$ cat src/plid_pkg.sv
// ----------------------------------------------------------------------------
// Positional list package
// Operation codes and sequencer states shared by the positional list design.
// ----------------------------------------------------------------------------
package plid_pkg;

    // Operation codes carried on the func field of a transaction.
    typedef enum logic [1:0] {
        F_READ   = 2'd0,
        F_INSERT = 2'd1,
        F_DELETE = 2'd2,
        F_CLEAR  = 2'd3
    } t_func;

    // Sequencer states.
    typedef enum logic [2:0] {
        S_IDLE,
        S_SHIFT,
        S_DRAIN,
        S_PUT,
        S_DONE
    } t_state;

    // Widths of the fixed fields.
    localparam int unsigned POS_W   = 6;
    localparam int unsigned VALUE_W = 32;
    localparam int unsigned COUNT_W = 6;

endpackage

$ cat src/positional_list_insert_delete_core.sv
// ----------------------------------------------------------------------------
// Positional list insert/delete core
// Ordered list of signed 32-bit values with read, insert, delete and clear by
// 1-based position, kept in a single-port-pair memory.
//
//   Channel   Handshake          Ports
//   -------   ----------------   ------------------------------------------
//   command   start, busy        i_func, i_position, i_value_in
//   result    o_done (strobe)    o_ok, o_value_out, o_count, o_is_empty
//
// A transaction is accepted when start is high and busy is low; busy stays
// high until the result strobe has been shown. A read fetches its entry in
// S_SHIFT and captures it in S_DRAIN; insert and delete shift the later
// entries in those states, one entry through the memory per cycle, limited
// by its single read and write ports, and insert then writes its value in
// S_PUT, going straight there to append after the last entry. Rejected
// operations and clear go straight to S_DONE. Reset empties the list at
// once; the memory needs no clearing. The result strobe lasts one cycle.
// ----------------------------------------------------------------------------
module positional_list_insert_delete_core
    import plid_pkg::*;
#(
    parameter int unsigned DEPTH = 32
) (
    input  logic                      i_clk,
    input  logic                      i_rst_n,
    input  logic                      start,
    output logic                      busy,
    input  logic [1:0]                i_func,
    input  logic [POS_W-1:0]          i_position,
    input  logic signed [VALUE_W-1:0] i_value_in,
    output logic                      o_done,
    output logic                      o_ok,
    output logic signed [VALUE_W-1:0] o_value_out,
    output logic [COUNT_W-1:0]        o_count,
    output logic                      o_is_empty
);

    localparam int unsigned ADDR_W = (DEPTH > 1) ? $clog2(DEPTH) : 1;
    localparam int unsigned FILL_W = $clog2(DEPTH + 1);
    localparam int unsigned CMP_W  = ((FILL_W > POS_W) ? FILL_W : POS_W) + 1;

    // Control state.
    t_state              r_state, n_state;
    logic [FILL_W-1:0]   r_fill, n_fill;
    logic                r_wpend, n_wpend;
    logic                r_cap, n_cap;
    logic                r_first, n_first;

    // Operation payload.
    t_func               r_op;
    logic [ADDR_W-1:0]   r_src, n_src;
    logic [ADDR_W-1:0]   r_end;
    logic [ADDR_W-1:0]   r_wa;
    logic [VALUE_W-1:0]  r_val;
    logic [VALUE_W-1:0]  r_vout;
    logic                r_ok;

    // Memory port signals.
    logic                ram_we;
    logic [ADDR_W-1:0]   ram_waddr;
    logic [VALUE_W-1:0]  ram_wdata;
    logic                ram_re;
    logic [VALUE_W-1:0]  ram_rdata;

    // Decode of the incoming transaction.
    logic                accept;
    t_func               in_op;
    logic [CMP_W-1:0]    pos_x;
    logic [CMP_W-1:0]    fill_x;
    logic                pos_ok;
    logic                ins_ok;
    logic                ins_tail;
    logic [ADDR_W-1:0]   pos_m1;
    logic [ADDR_W-1:0]   fill_m1;

    assign accept   = start && (r_state == S_IDLE);
    assign in_op    = t_func'(i_func);
    assign pos_x    = CMP_W'(i_position);
    assign fill_x   = CMP_W'(r_fill);
    assign pos_ok   = (pos_x != '0) && (pos_x <= fill_x);
    assign ins_ok   = (fill_x < CMP_W'(DEPTH)) && (pos_x != '0)
                      && (pos_x <= fill_x + CMP_W'(1));
    assign ins_tail = (pos_x == fill_x + CMP_W'(1));
    assign pos_m1   = ADDR_W'(pos_x - CMP_W'(1));
    assign fill_m1  = ADDR_W'(fill_x - CMP_W'(1));

    // Next state.
    always_comb begin
        n_state = r_state;
        case (r_state)
            S_IDLE: begin
                if (accept) begin
                    case (in_op)
                        F_READ, F_DELETE: n_state = pos_ok ? S_SHIFT : S_DONE;
                        F_INSERT: begin
                            if (!ins_ok) begin
                                n_state = S_DONE;
                            end else if (ins_tail) begin
                                n_state = S_PUT;
                            end else begin
                                n_state = S_SHIFT;
                            end
                        end
                        default: n_state = S_DONE;
                    endcase
                end
            end
            S_SHIFT: begin
                if (r_src == r_end) begin
                    n_state = S_DRAIN;
                end
            end
            S_DRAIN: n_state = (r_op == F_INSERT) ? S_PUT : S_DONE;
            S_PUT:   n_state = S_DONE;
            S_DONE:  n_state = S_IDLE;
            default: n_state = S_IDLE;
        endcase
    end

    // Sequencer outputs: memory port control and pipeline flags.
    always_comb begin
        n_src   = r_src;
        n_wpend = 1'b0;
        n_cap   = 1'b0;
        n_first = r_first;
        ram_re  = 1'b0;
        if (r_state == S_PUT) begin
            ram_we    = 1'b1;
            ram_waddr = r_end;
            ram_wdata = r_val;
        end else begin
            ram_we    = r_wpend;
            ram_waddr = r_wa;
            ram_wdata = ram_rdata;
        end
        case (r_state)
            S_SHIFT: begin
                ram_re  = 1'b1;
                n_first = 1'b0;
                n_cap   = r_first;
                n_wpend = (r_op != F_READ) && !r_first;
                if (r_op == F_INSERT) begin
                    n_src = r_src - ADDR_W'(1);
                end else begin
                    n_src = r_src + ADDR_W'(1);
                end
            end
            default: begin
            end
        endcase
    end

    // Fill count after the accepted operation.
    always_comb begin
        n_fill = r_fill;
        if (accept) begin
            case (in_op)
                F_INSERT: if (ins_ok) n_fill = r_fill + FILL_W'(1);
                F_DELETE: if (pos_ok) n_fill = r_fill - FILL_W'(1);
                F_CLEAR:  n_fill = '0;
                default:  n_fill = r_fill;
            endcase
        end
    end

    // Control registers.
    always_ff @(posedge i_clk) begin
        if (!i_rst_n) begin
            r_state <= S_IDLE;
            r_fill  <= '0;
            r_wpend <= 1'b0;
            r_cap   <= 1'b0;
            r_first <= 1'b0;
        end else begin
            r_state <= n_state;
            r_fill  <= n_fill;
            r_wpend <= n_wpend;
            r_cap   <= n_cap;
            r_first <= accept ? (in_op == F_READ || in_op == F_DELETE) : n_first;
        end
    end

    // Operation payload registers.
    always_ff @(posedge i_clk) begin
        if (accept) begin
            r_op   <= in_op;
            r_val  <= i_value_in;
            r_vout <= '0;
            case (in_op)
                F_READ: begin
                    r_src <= pos_m1;
                    r_end <= pos_m1;
                    r_ok  <= pos_ok;
                end
                F_DELETE: begin
                    r_src <= pos_m1;
                    r_end <= fill_m1;
                    r_ok  <= pos_ok;
                end
                F_INSERT: begin
                    r_src <= fill_m1;
                    r_end <= pos_m1;
                    r_ok  <= ins_ok;
                end
                default: begin
                    r_ok <= 1'b1;
                end
            endcase
        end else begin
            r_src <= n_src;
            if (r_cap) begin
                r_vout <= ram_rdata;
            end
        end
        // Each read lands in the next cycle and is written one place over.
        if (r_state == S_SHIFT) begin
            r_wa <= (r_op == F_INSERT) ? (r_src + ADDR_W'(1)) : (r_src - ADDR_W'(1));
        end
    end

    // Entry store.
    plid_ram #(
        .DEPTH  (DEPTH),
        .DATA_W (VALUE_W),
        .ADDR_W (ADDR_W)
    ) u_ram (
        .i_clk   (i_clk),
        .i_we    (ram_we),
        .i_waddr (ram_waddr),
        .i_wdata (ram_wdata),
        .i_re    (ram_re),
        .i_raddr (r_src),
        .o_rdata (ram_rdata)
    );

    // Result ports.
    assign busy        = (r_state != S_IDLE);
    assign o_done      = (r_state == S_DONE);
    assign o_ok        = r_ok;
    assign o_value_out = r_vout;
    assign o_count     = COUNT_W'(fill_x);
    assign o_is_empty  = (r_fill == '0);

    // The list never holds more entries than the store.
    a_fill_bound: assert property (@(posedge i_clk) disable iff (!i_rst_n)
        CMP_W'(r_fill) <= CMP_W'(DEPTH))
        else $error("fill count exceeds store depth");

    // An accepted transaction makes the core busy in the next cycle.
    a_accept_busy: assert property (@(posedge i_clk) disable iff (!i_rst_n)
        (start && !busy) |=> busy)
        else $error("core not busy after accepting a transaction");

    // The result strobe lasts one cycle and releases the core.
    a_done_release: assert property (@(posedge i_clk) disable iff (!i_rst_n)
        o_done |=> (!busy && !o_done))
        else $error("core still busy after result strobe");

    // A rejected operation carries a zero value.
    a_reject_zero: assert property (@(posedge i_clk) disable iff (!i_rst_n)
        (o_done && !o_ok) |-> (o_value_out == '0))
        else $error("rejected operation returned a nonzero value");

endmodule

$ cat src/plid_ram.sv
// ----------------------------------------------------------------------------
// Positional list entry store
// Single write port and single read port memory with registered read data.
// ----------------------------------------------------------------------------
module plid_ram #(
    parameter int unsigned DEPTH  = 32,
    parameter int unsigned DATA_W = 32,
    parameter int unsigned ADDR_W = 5
) (
    input  logic              i_clk,
    input  logic              i_we,
    input  logic [ADDR_W-1:0] i_waddr,
    input  logic [DATA_W-1:0] i_wdata,
    input  logic              i_re,
    input  logic [ADDR_W-1:0] i_raddr,
    output logic [DATA_W-1:0] o_rdata
);

    logic [DATA_W-1:0] r_mem [DEPTH];
    logic [DATA_W-1:0] r_rdata;

    // Write port.
    always_ff @(posedge i_clk) begin
        if (i_we) begin
            r_mem[i_waddr] <= i_wdata;
        end
    end

    // Registered read port.
    always_ff @(posedge i_clk) begin
        if (i_re) begin
            r_rdata <= r_mem[i_raddr];
        end
    end

    assign o_rdata = r_rdata;

endmodule
$ cat config.mk
export PLATFORM = sky130hd
export DESIGN_NAME = positional_list_insert_delete_core
export DESIGN_NICKNAME = d
export VERILOG_FILES = /design/src/plid_pkg.sv /design/src/positional_list_insert_delete_core.sv /design/src/plid_ram.sv
export SDC_FILE = /design/constraint.sdc
export NUM_CORES = 1
export LEC_CHECK = 0
export ABC_AREA = 1
export CORE_AREA = 2 2 440 442
export CTS_BUF_LIST = sky130_fd_sc_hd__clkbuf_4
export CTS_CLUSTER_SIZE = 24
export DETAILED_ROUTE_END_ITERATION = 10
export DIE_AREA = 0 0 442 444
export DONT_BUFFER_PORTS = 1
export PLACE_DENSITY = 0.37
export SYNTH_ARGS = -nofsm -noshare
export SYNTH_HDL_FRONTEND = slang
export SYNTH_HIERARCHICAL = 1
export SYNTH_SLANG_ARGS = --single-unit
$ cat constraint.sdc
create_clock -name i_clk -period 3.65 [get_ports i_clk]
set_input_delay 0.1825 -clock i_clk [delete_from_list [all_inputs] [get_ports i_clk]]
set_output_delay 0.1825 -clock i_clk [all_outputs]
set_load 0.05 [all_outputs]
==> metrics.txt, run 1 <==
Total GRT Usage=15.6%; CP max FO=6; pin count of the biggest net entering global routing=130; vias in the first global route=32417; kind of critical path=input pin to flip-flop; min-delay worst type=input pin to flip-flop; nets@finish=4455; Setup Viol. Count Final=0; slew at the pin closest to its max-slew limit=1020 ps; clock sink count=about 1200; Slew HR=31.4%; final non-filler cell total=7144; Post-Route Setup TNS=0 ps; global-route wire length before repair=around 220 mm; largest area contributor in the netlist=edfxtp_1; peak supply drop=a little under 0.6 mV; # DRC=0; Yosys reg bits=1150; top post-synthesis cells by area=edfxtp_1 70%, nand2_1 12%, nand3_1 8.4%; IO buf count=0; DP HPWL=83.4 mm; Ys Warns=6; drt wl/cell=21.7 um; Synthesized Nets=4106; final antenna-violating net count=0; register area share after synthesis=71.5%; Max Slew Vio Count=0; post-layout min period=~3500 ps; Layout Area Growth over Synthesis=17.9%; Reg area=34100 um2; routed via count=31455; Avg Cell Area, Syn=11.8 um2; Via-to-Cell Ratio=4.40; PD cells=667 nW/um2; postcts setup bufs=0; area of the multi-input gates=11900 um2; Starting Density=about 25%; CP Capture Type=flip-flop; Distinct cells, synth=37; global route overflow=0; Mapped Cells=4040; fill cell count=19695; DIE AREA=196000 um2; max-cap violation count=0; maximum clock rate=~280 MHz; CP Data Required Time=4800 ps; RSZ-0062 raised after global routing=no; TritonCTS clock tree=yes; critical path arrival=4670 ps; hold violation total from the final report=0; initial drt markers=1969; # IOs=85; Final period util=96.4%; DP Cell Count=6453; Max H-tree Level=5; Pre-antenna DRT Iters=5; chip width=442 um; Die H=444 um; Synth top area share=69.6%; Pleak=20.8 nW; row count=161; Post-Route WL=155 mm; Post-Synthesis Cell Area=47700 um2; initial antenna violation count=2; Post-Route Skew=around 100 ps; root buf cell=clkbuf_4; clk slew on worst S/H paths=70 ps; core footprint=192000 um2; clk buf depth=4; Clk Latency, worst-skew pair=~1300 ps; Worst Setup Start Kind=input pin; total CTS buffers=340; share of layout cells above drive strength 1=16.7%; outcome=finished, final reports clean; gpl congestion=0.737
state kept, by name, indices dropped and copies added (netlist names):
register,count
r_op,2
r_wpend,1
r_src,5
o_value_out,32
r_cap,1
o_count,6
r_first,1
u_ram/r_mem,1024
r_end,5
r_wa,5
u_ram/o_rdata,32
r_val,32
o_ok,1
r_state,3
cell type report:
cell class                 count  area share (%)
timing repair buffer         240            4.61
multi-input combinational   2574            21.2
antenna                        4          0.0178
clock buffer                 514            6.86
clock inverter                53           0.447
tap                         2526            5.62
sequential                  1150            60.6
inverter                      83           0.641
synthesized netlist by cell type:
cell type     n
a211oi_1      1
a21oi_1      11
a21oi_2       1
a31oi_1       1
and3_1        1
buf_1        19
buf_2        91
buf_4        24
buf_6        68
buf_8         3
clkbuf_1     28
clkinv_4      1
dfxtp_1      44
edfxtp_1   1106
fa_1          1
ha_1         22
inv_1        76
inv_2         5
inv_8         1
mux2_2       68
nand2_1    1530
nand2_2       6
nand2_4       1
nand3_1     799
nand3_2       3
nand4_1       3
nor2_1       64
nor2_2        3
nor2_8        1
nor3_1        6
o211ai_1      2
o21ai_0      20
o21bai_1      2
o22ai_1       2
or2_2         1
xnor2_1       7
xor2_1       18
layout by cell type, fill, tap and decap left out, types with 3 or more instances in the layout:
cell type,instances
nand2_1,1529
edfxtp_1,1106
nand3_1,799
clkbuf_4,514
dlygate4sd3_1,120
buf_4,80
inv_1,74
mux2_2,68
clkinv_1,47
dfxtp_1,42
buf_12,39
nor2_1,32
nor2_4,32
ha_1,22
o21ai_0,20
xor2_1,18
a21oi_1,11
inv_2,7
xnor2_1,7
nand2_2,7
diode_2,4
nor3_1,4
nor2_2,3
nand4_1,3
repair_timing:
action | CTS | global route
setup endpoints to repair | 0 | 6
endpoints found under the hold margin | 134 | 0
hold buffers | 120 | 0
gates resized for setup | 0 | 5
report_power, final:
group / internal [mW] / total [mW] / switching [mW]
clock: 6.48 / 12.0 / 5.51
combinational: 2.67 / 10.0 / 7.37
sequential: 15.2 / 15.5 / 0.256
worst paths after layout:
path / from / to / slack [ps] / depth (start not counted)
hold reg to reg: r_first$_SDFFE_PN0P_ / r_cap$_SDFF_PN0_ / 450 / 2
setup reg to reg: o_count[1]$_SDFFE_PN0P_ / o_count[3]$_SDFFE_PN0P_ / 220 / 17
setup / recovery: i_position[0] / o_count[3]$_SDFFE_PN0P_ / 130 / 14
hold / removal: i_value_in[12] / r_val[12]$_DFFE_PP_ / 170 / 2
kinds of logic (layout without fill, tap and decap cells):
kind of cell | count (synthesis) | after routing | synth area share, %
AO/OA/AOI/OAI | 40 | 40 | 0.462
adder cells (fa/ha/maj) | 23 | 23 | 0.619
flip-flops | 1150 | 1150 | 71.5
XOR/XNOR | 25 | 25 | 0.459
other | 0 | 4 | 0
buffers and inverters | 316 | 890 | 4.08
AND/OR/NAND/NOR | 2418 | 2418 | 21.3
multiplexers | 68 | 68 | 1.61
per-layer routing:
| layer | part of all wire, % | routed length, um | track usage, % | vias up |
|---|---|---|---|---|
| li1 | - | - | - | 14949 |
| met1 | 43 | 66700 | 19.2 | 15570 |
| met2 | 50 | 77900 | 27.2 | 681 |
| met3 | 3.8 | 5920 | 2.99 | 255 |
| met4 | 2.8 | 4320 | 5.70 | 0 |
| met5 | 0 | 0 | 0 | - |
critical path: stages:
cell and delay [ps]:
dlygate4sd3_1 530, dlygate4sd3_1 610, inv_1 120, dlygate4sd3_1 630, ha_1 210, nand3_1 80
dlygate4sd3_1 600, nand4_1 100, dlygate4sd3_1 600, nand2_2 50, dlygate4sd3_1 600, nand2_4 100
o21ai_0 200, nor2_1 70
metrics by stage:
stage / hold WS [ps] / total power [mW] / setup slack, ps / cell area [um2] / util, %
finish: 174 / 37.5 / 131 / 56300 / 29.4
floorplan: 281 / 22.4 / 331 / 47700 / -
global route: 52.7 / 39.9 / 2.35 / 56300 / 29.4
detailed placement: 282 / 26.0 / 611 / 50900 / 26.6
global placement: 281 / 26.0 / 545 / 50900 / 26.6
CTS: 0.186 / 38.4 / 5.41 / 56200 / 29.4
Power figures use the tool's default switching activity.
==> run 2: changes to the inputs <==
- ABC_AREA: 1 -> not set
- CORE_AREA: 2 2 440 442 -> 2 2 430 432
- DIE_AREA: 0 0 442 444 -> 0 0 432 434
==> metrics.txt, run 2 <==
outcome=finished, final reports clean; Yosys reg bits=between 1000 and 1500; TritonCTS clock tree=yes; pin count of the biggest net entering global routing=46; DIE AREA=187000 um2; initial antenna violation count=3; max reg flops=1024; # IOs=85; clk slew on worst S/H paths=70 ps; IO buf count=0; Starting Density=about a quarter; Worst Setup Start Kind=flip-flop; gpl congestion=0.760; clk buf depth=4; register area share after synthesis=74.8%; PD cells=548 nW/um2; initial drt markers=between 1000 and 1500; Max H-tree Level=5; Die H=434 um; fill cell count=approximately 18000; root buf cell=clkbuf_4; most common cell after layout, fill and taps aside=edfxtp_1; top post-synthesis cells by area=edfxtp_1 73%, mux2i_1 12%, dfxtp_1 1.9%; final non-filler cell total=5739; Synth top area share=between 70 and 80%; CP Capture Type=flip-flop; row count=157; maximum clock rate=293 MHz; Synthesized Nets=~2700; routed via count=25688; Post-Route Skew=119 ps; min-delay worst type=input pin to flip-flop; nets@finish=3205; DP HPWL=around 81 mm; Slew HR=31.3%; core footprint=182000 um2; most frequent cells in the layout=1106 x edfxtp_1, 549 x mux2i_1, 470 x clkbuf_4; max-cap violation count=0; Pleak=19.2 nW; Via-to-Cell Ratio=4.48; global-route wire length before repair=191 mm; CP Data Required Time=between 4000 and 5000 ps; post-layout min period=around 3400 ps; DP Cell Count=5067; asr flop ratio synth=0%; Pre-antenna DRT Iters=5; RSZ-0062 raised after global routing=no; Avg Cell Area, Syn=17.0 um2; hold violation total from the final report=0; Post-Synthesis Cell Area=~46000 um2; critical path arrival=around 4600 ps; Layout Area Growth over Synthesis=20.1%; Total GRT Usage=14.2%; Largest Register=u_ram/r_mem; vias in the first global route=between 20000 and 30000; Max Slew Vio Count=0; Post-Route WL=134 mm; setup ws final=about 240 ps; largest area contributor in the netlist=edfxtp_1; Distinct cells, synth=between 50 and 60; Final period util=between 90% and 100%; Place WS=408 ps; global route overflow=0; area of the multi-input gates=10900 um2; placed cell areas=slightly below 50000 um2; top_reg_cell synth=edfxtp_1; final antenna-violating net count=0; commonest cells in the netlist=1106 x edfxtp_1, 549 x mux2i_1, 119 x nand2_1; clock sink count=roughly 1200; peak supply drop=0.283 mV; share of layout cells above drive strength 1=22.0%; kind of critical path=flip-flop to flip-flop; CP max FO=6; chip width=approximately 430 um; # DRC=0; Mapped Cells=2678; slew at the pin closest to its max-slew limit=1030 ps; Setup Viol. Count Final=0; postcts setup bufs=0; Post-synth EDFFs=1106; total CTS buffers=~320; drt wl/cell=roughly 23 um; fin area=between 50000 and 60000 um2; Clk Latency, worst-skew pair=1270 ps; Ys Warns=6; count leader, synth=edfxtp_1; Reg area=34100 um2; Power, Total=30.0 mW
-- run 2: cell types whose count changed after synthesis, sizes merged, moves of 14 or more --
cell and delta:
a21oi +101, a22o +68, a22oi +96, a31oi +33, buf -114, clkbuf +30
inv -68, mux2 -30, mux2i +549, nand2 -1417, nand3 -690, nor3 +34
o21ai -14
-- run 2: kinds of logic after synthesis --
family,share of synthesized area (%)
simple gates,3.94
fa+ha+maj,0.648
xor+xnor,0.480
flops,74.8
compound gates,5.14
mux,13.0
buf+inv,1.99
-- run 2: layout make-up --
cell class              instances  area share [%]
flip-flops and latches       1150            62.3
multi-input cells            1364            19.9
clock buffers                 470            6.45
well taps                    2385            5.45
repair buffers                287            5.30
clock inverters                65           0.480
inverters                      15           0.105
diodes                          3          0.0137
-- run 2: repair_timing --
action | in CTS | in global routing
setup endpoints to repair | 0 | 2
hold endpoints to repair | 134 | 0
gates resized for setup | 0 | 11
hold buffers | 134 | 0
-- run 2: per-layer routing --
metal	track usage, %	share of wire [%]	vias up
met5	0	0	-
met4	5.15	2.5	0
met3	3.13	4.0	227
met2	24.7	50	593
met1	17.2	43	13222
li1	-	-	11646
-- run 2: where the power goes --
group	total (mW)	internal [mW]	leakage [nW]	switching, mW
Clock	11.1	5.85	2.30	5.23
Combinational	4.06	1.46	6.55	2.60
Sequential	14.9	14.7	10.3	0.133
-- run 2: worst paths after layout --
path	startpoint	end	slack, ps	depth (start not counted)
max reg2reg	o_count[1]$_SDFFE_PN0P_	r_state[1]$_SDFFE_PN0P_	240	12
min reg2reg	r_first$_SDFFE_PN0P_	r_wpend$_SDFF_PN0_	470	1
min	i_position[4]	o_count[1]$_SDFFE_PN0P_	380	6
max	o_count[1]$_SDFFE_PN0P_	r_state[1]$_SDFFE_PN0P_	240	12
-- run 2: metrics by stage --
step | setup TNS [ps] | hold slack [ps] | util, %
4_1_cts | 0 | 146 | 30.0
3_3_place_gp | 0 | 281 | 27.1
3_5_place_dp | 0 | 281 | 27.1
6_report | 0 | 383 | 30.0
5_1_grt | 0 | 302 | 30.0
2_1_floorplan | -32060 | 281 | -
-- run 2: critical path, cell delays in order (launching register included) --
cell           delay [ps]
dfxtp_2               370
buf_12                160
ha_2                  200
nand3_1               100
xnor2_1               150
ha_1                  310
nand3_2               100
nor2_1                120
dlygate4sd3_1         560
a41oi_1               100
dlygate4sd3_1         590
nor2_1                100
dlygate4sd3_1         570
==> run 3: changes to the inputs <==
==> constraint.sdc (replaced) <==
create_clock -name i_clk -period 3.65 [get_ports i_clk]
set_input_delay 0.365 -clock i_clk [delete_from_list [all_inputs] [get_ports i_clk]]
set_output_delay 0.365 -clock i_clk [all_outputs]
set_load 0.05 [all_outputs]
==> metrics.txt, run 3 (synthesis results as in run 2) <==
Die H=434 um; Largest Register=u_ram/r_mem; gr busiest metal=met2; Setup Viol. Count Final=0; postcts setup bufs=0; met1 GRT Util=17.2%; clock sink count=1150; max-cap violation count=0; root buf cell=clkbuf_4; RSZ-0062 raised after global routing=no; core footprint=182000 um2; vias in the first global route=~27000; initial drt markers=1424; outcome=finished, final reports clean; nets@finish=roughly 3200; Starting Density=25.0%; final non-filler cell total=5697; DIE AREA=187000 um2; final antenna-violating net count=0; hold path startpoint=i_func[0]; CP Capture Type=flip-flop; placed cell areas=49500 um2; global route overflow=0; global-route wire length before repair=190 mm; Via-to-Cell Ratio=4.48; fin area=54300 um2; maximum clock rate=about 300 MHz; utilization after layout=approximately 30%; Clk Latency, worst-skew pair=1270 ps; pin count of the biggest net entering global routing=46; IO buf count=0; Worst Setup Start Kind=flip-flop; most common cell after layout, fill and taps aside=edfxtp_1; kind of critical path=flip-flop to flip-flop; Global Route met2 Usage=24.6%; # DRC=0; Layout Area Growth over Synthesis=19.1%; Pleak=19.0 nW; Hold EP=r_op[0]$_DFFE_PP_; Reg-to-Reg Start=o_count[1]$_SDFFE_PN0P_; Post-Route WL=134 mm; Worst Setup SP=o_count[1]$_SDFFE_PN0P_; Final period util=91.6%; slew at the pin closest to its max-slew limit=1000 ps; drt wl/cell=around 23 um; Pre-antenna DRT Iters=5; post-layout min period=3340 ps; peak supply drop=0.282 mV; DP Cell Count=5067; reg2reg path depth=12; Slew HR=33.1%; Total GRT Usage=14.2%; R2R Path End=r_state[0]$_SDFFE_PN0P_; clk buf depth=4; met3 usage=3.14%; Max Slew Vio Count=0; critical path arrival=4550 ps; Post-Route Skew=117 ps; # IOs=85; row count=157; chip width=432 um; max reg flops=1024; gpl congestion=0.760; total CTS buffers=321; CP Data Required Time=4860 ps; Power, Total=29.9 mW; most frequent cells in the layout=1106 x edfxtp_1, 549 x mux2i_1, 470 x clkbuf_4; routed via count=25506; share of layout cells above drive strength 1=22.2%; clk slew on worst S/H paths=70 ps; TritonCTS clock tree=yes; min-delay worst type=input pin to flip-flop; PD cells=552 nW/um2; initial antenna violation count=3; Reg2Reg Setup Slack=~310 ps; CP max FO=6; Min Hold Slack=between 200 and 250 ps; Hold Path Depth=1; Max H-tree Level=5; DP HPWL=~81 mm; hold violation total from the final report=0
run 3: cell types whose count changed in the layout (fill, tap and decap cells not counted), sizes merged:
cell and change:
dlygate4sd3 -42
run 3: how the worst max path moves through the flow:
stage	end	slack (ps)	depth (start not counted)
detailed placement	u_ram/r_mem[28][17]$_DFFE_PP_	410	5
global route	r_state[0]$_SDFFE_PN0P_	20	12
CTS	o_is_empty	110	4
floorplan	u_ram/r_mem[12][0]$_DFFE_PP_	-130	7
finish	r_state[0]$_SDFFE_PN0P_	310	12
global placement	u_ram/r_mem[28][17]$_DFFE_PP_	440	5
run 3: where the power goes:
group	total, mW	leakage (nW)	internal [mW]	switching (mW)
Combinational	4.01	6.37	1.42	2.59
Sequential	14.9	10.3	14.7	0.132
Clock	11.1	2.30	5.85	5.23
Total	29.9	19.0	22.0	7.95
run 3: timing repair:
action	4_1_cts	5_1_grt
setup endpoints to repair	0	1
resized for setup	0	3
hold buffers	92	0
hold endpoints to repair	94	0
run 3: critical path: stages, from the launching register on:
cell and delay, ps:
dfxtp_1 350, buf_4 250, ha_1 230, nand3_1 110
xnor2_1 150, ha_1 290, nand3_1 140, o22ai_2 250
nand2_2 140, o22a_1 210, dlygate4sd3_1 540, o21ai_0 130
dlygate4sd3_1 560
run 3: through the flow:
stage	TNS, ps	setup slack (ps)
3_5_place_dp	0	408
3_3_place_gp	0	444
5_1_grt	0	21.0
6_report	0	307
4_1_cts	0	113
2_1_floorplan	-32060	-129
run 3: metal layers:
| metal | vias up | share of wire (%) |
|---|---|---|
| met2 | 571 | 50 |
| met4 | 0 | 2.5 |
| met1 | 13171 | 43 |
| li1 | 11553 | - |
| met3 | 211 | 3.9 |
| met5 | - | 0 |
run 3: cell type report:
class	count	area, um2
fillers	18047	128000
flip-flops and latches	1150	34100
multi-input cells	1364	10900
clock buffers	470	3530
well taps	2385	2980
repair buffers	245	2460
clock inverters	65	263
inverters	15	57.6
diodes	3	7.51
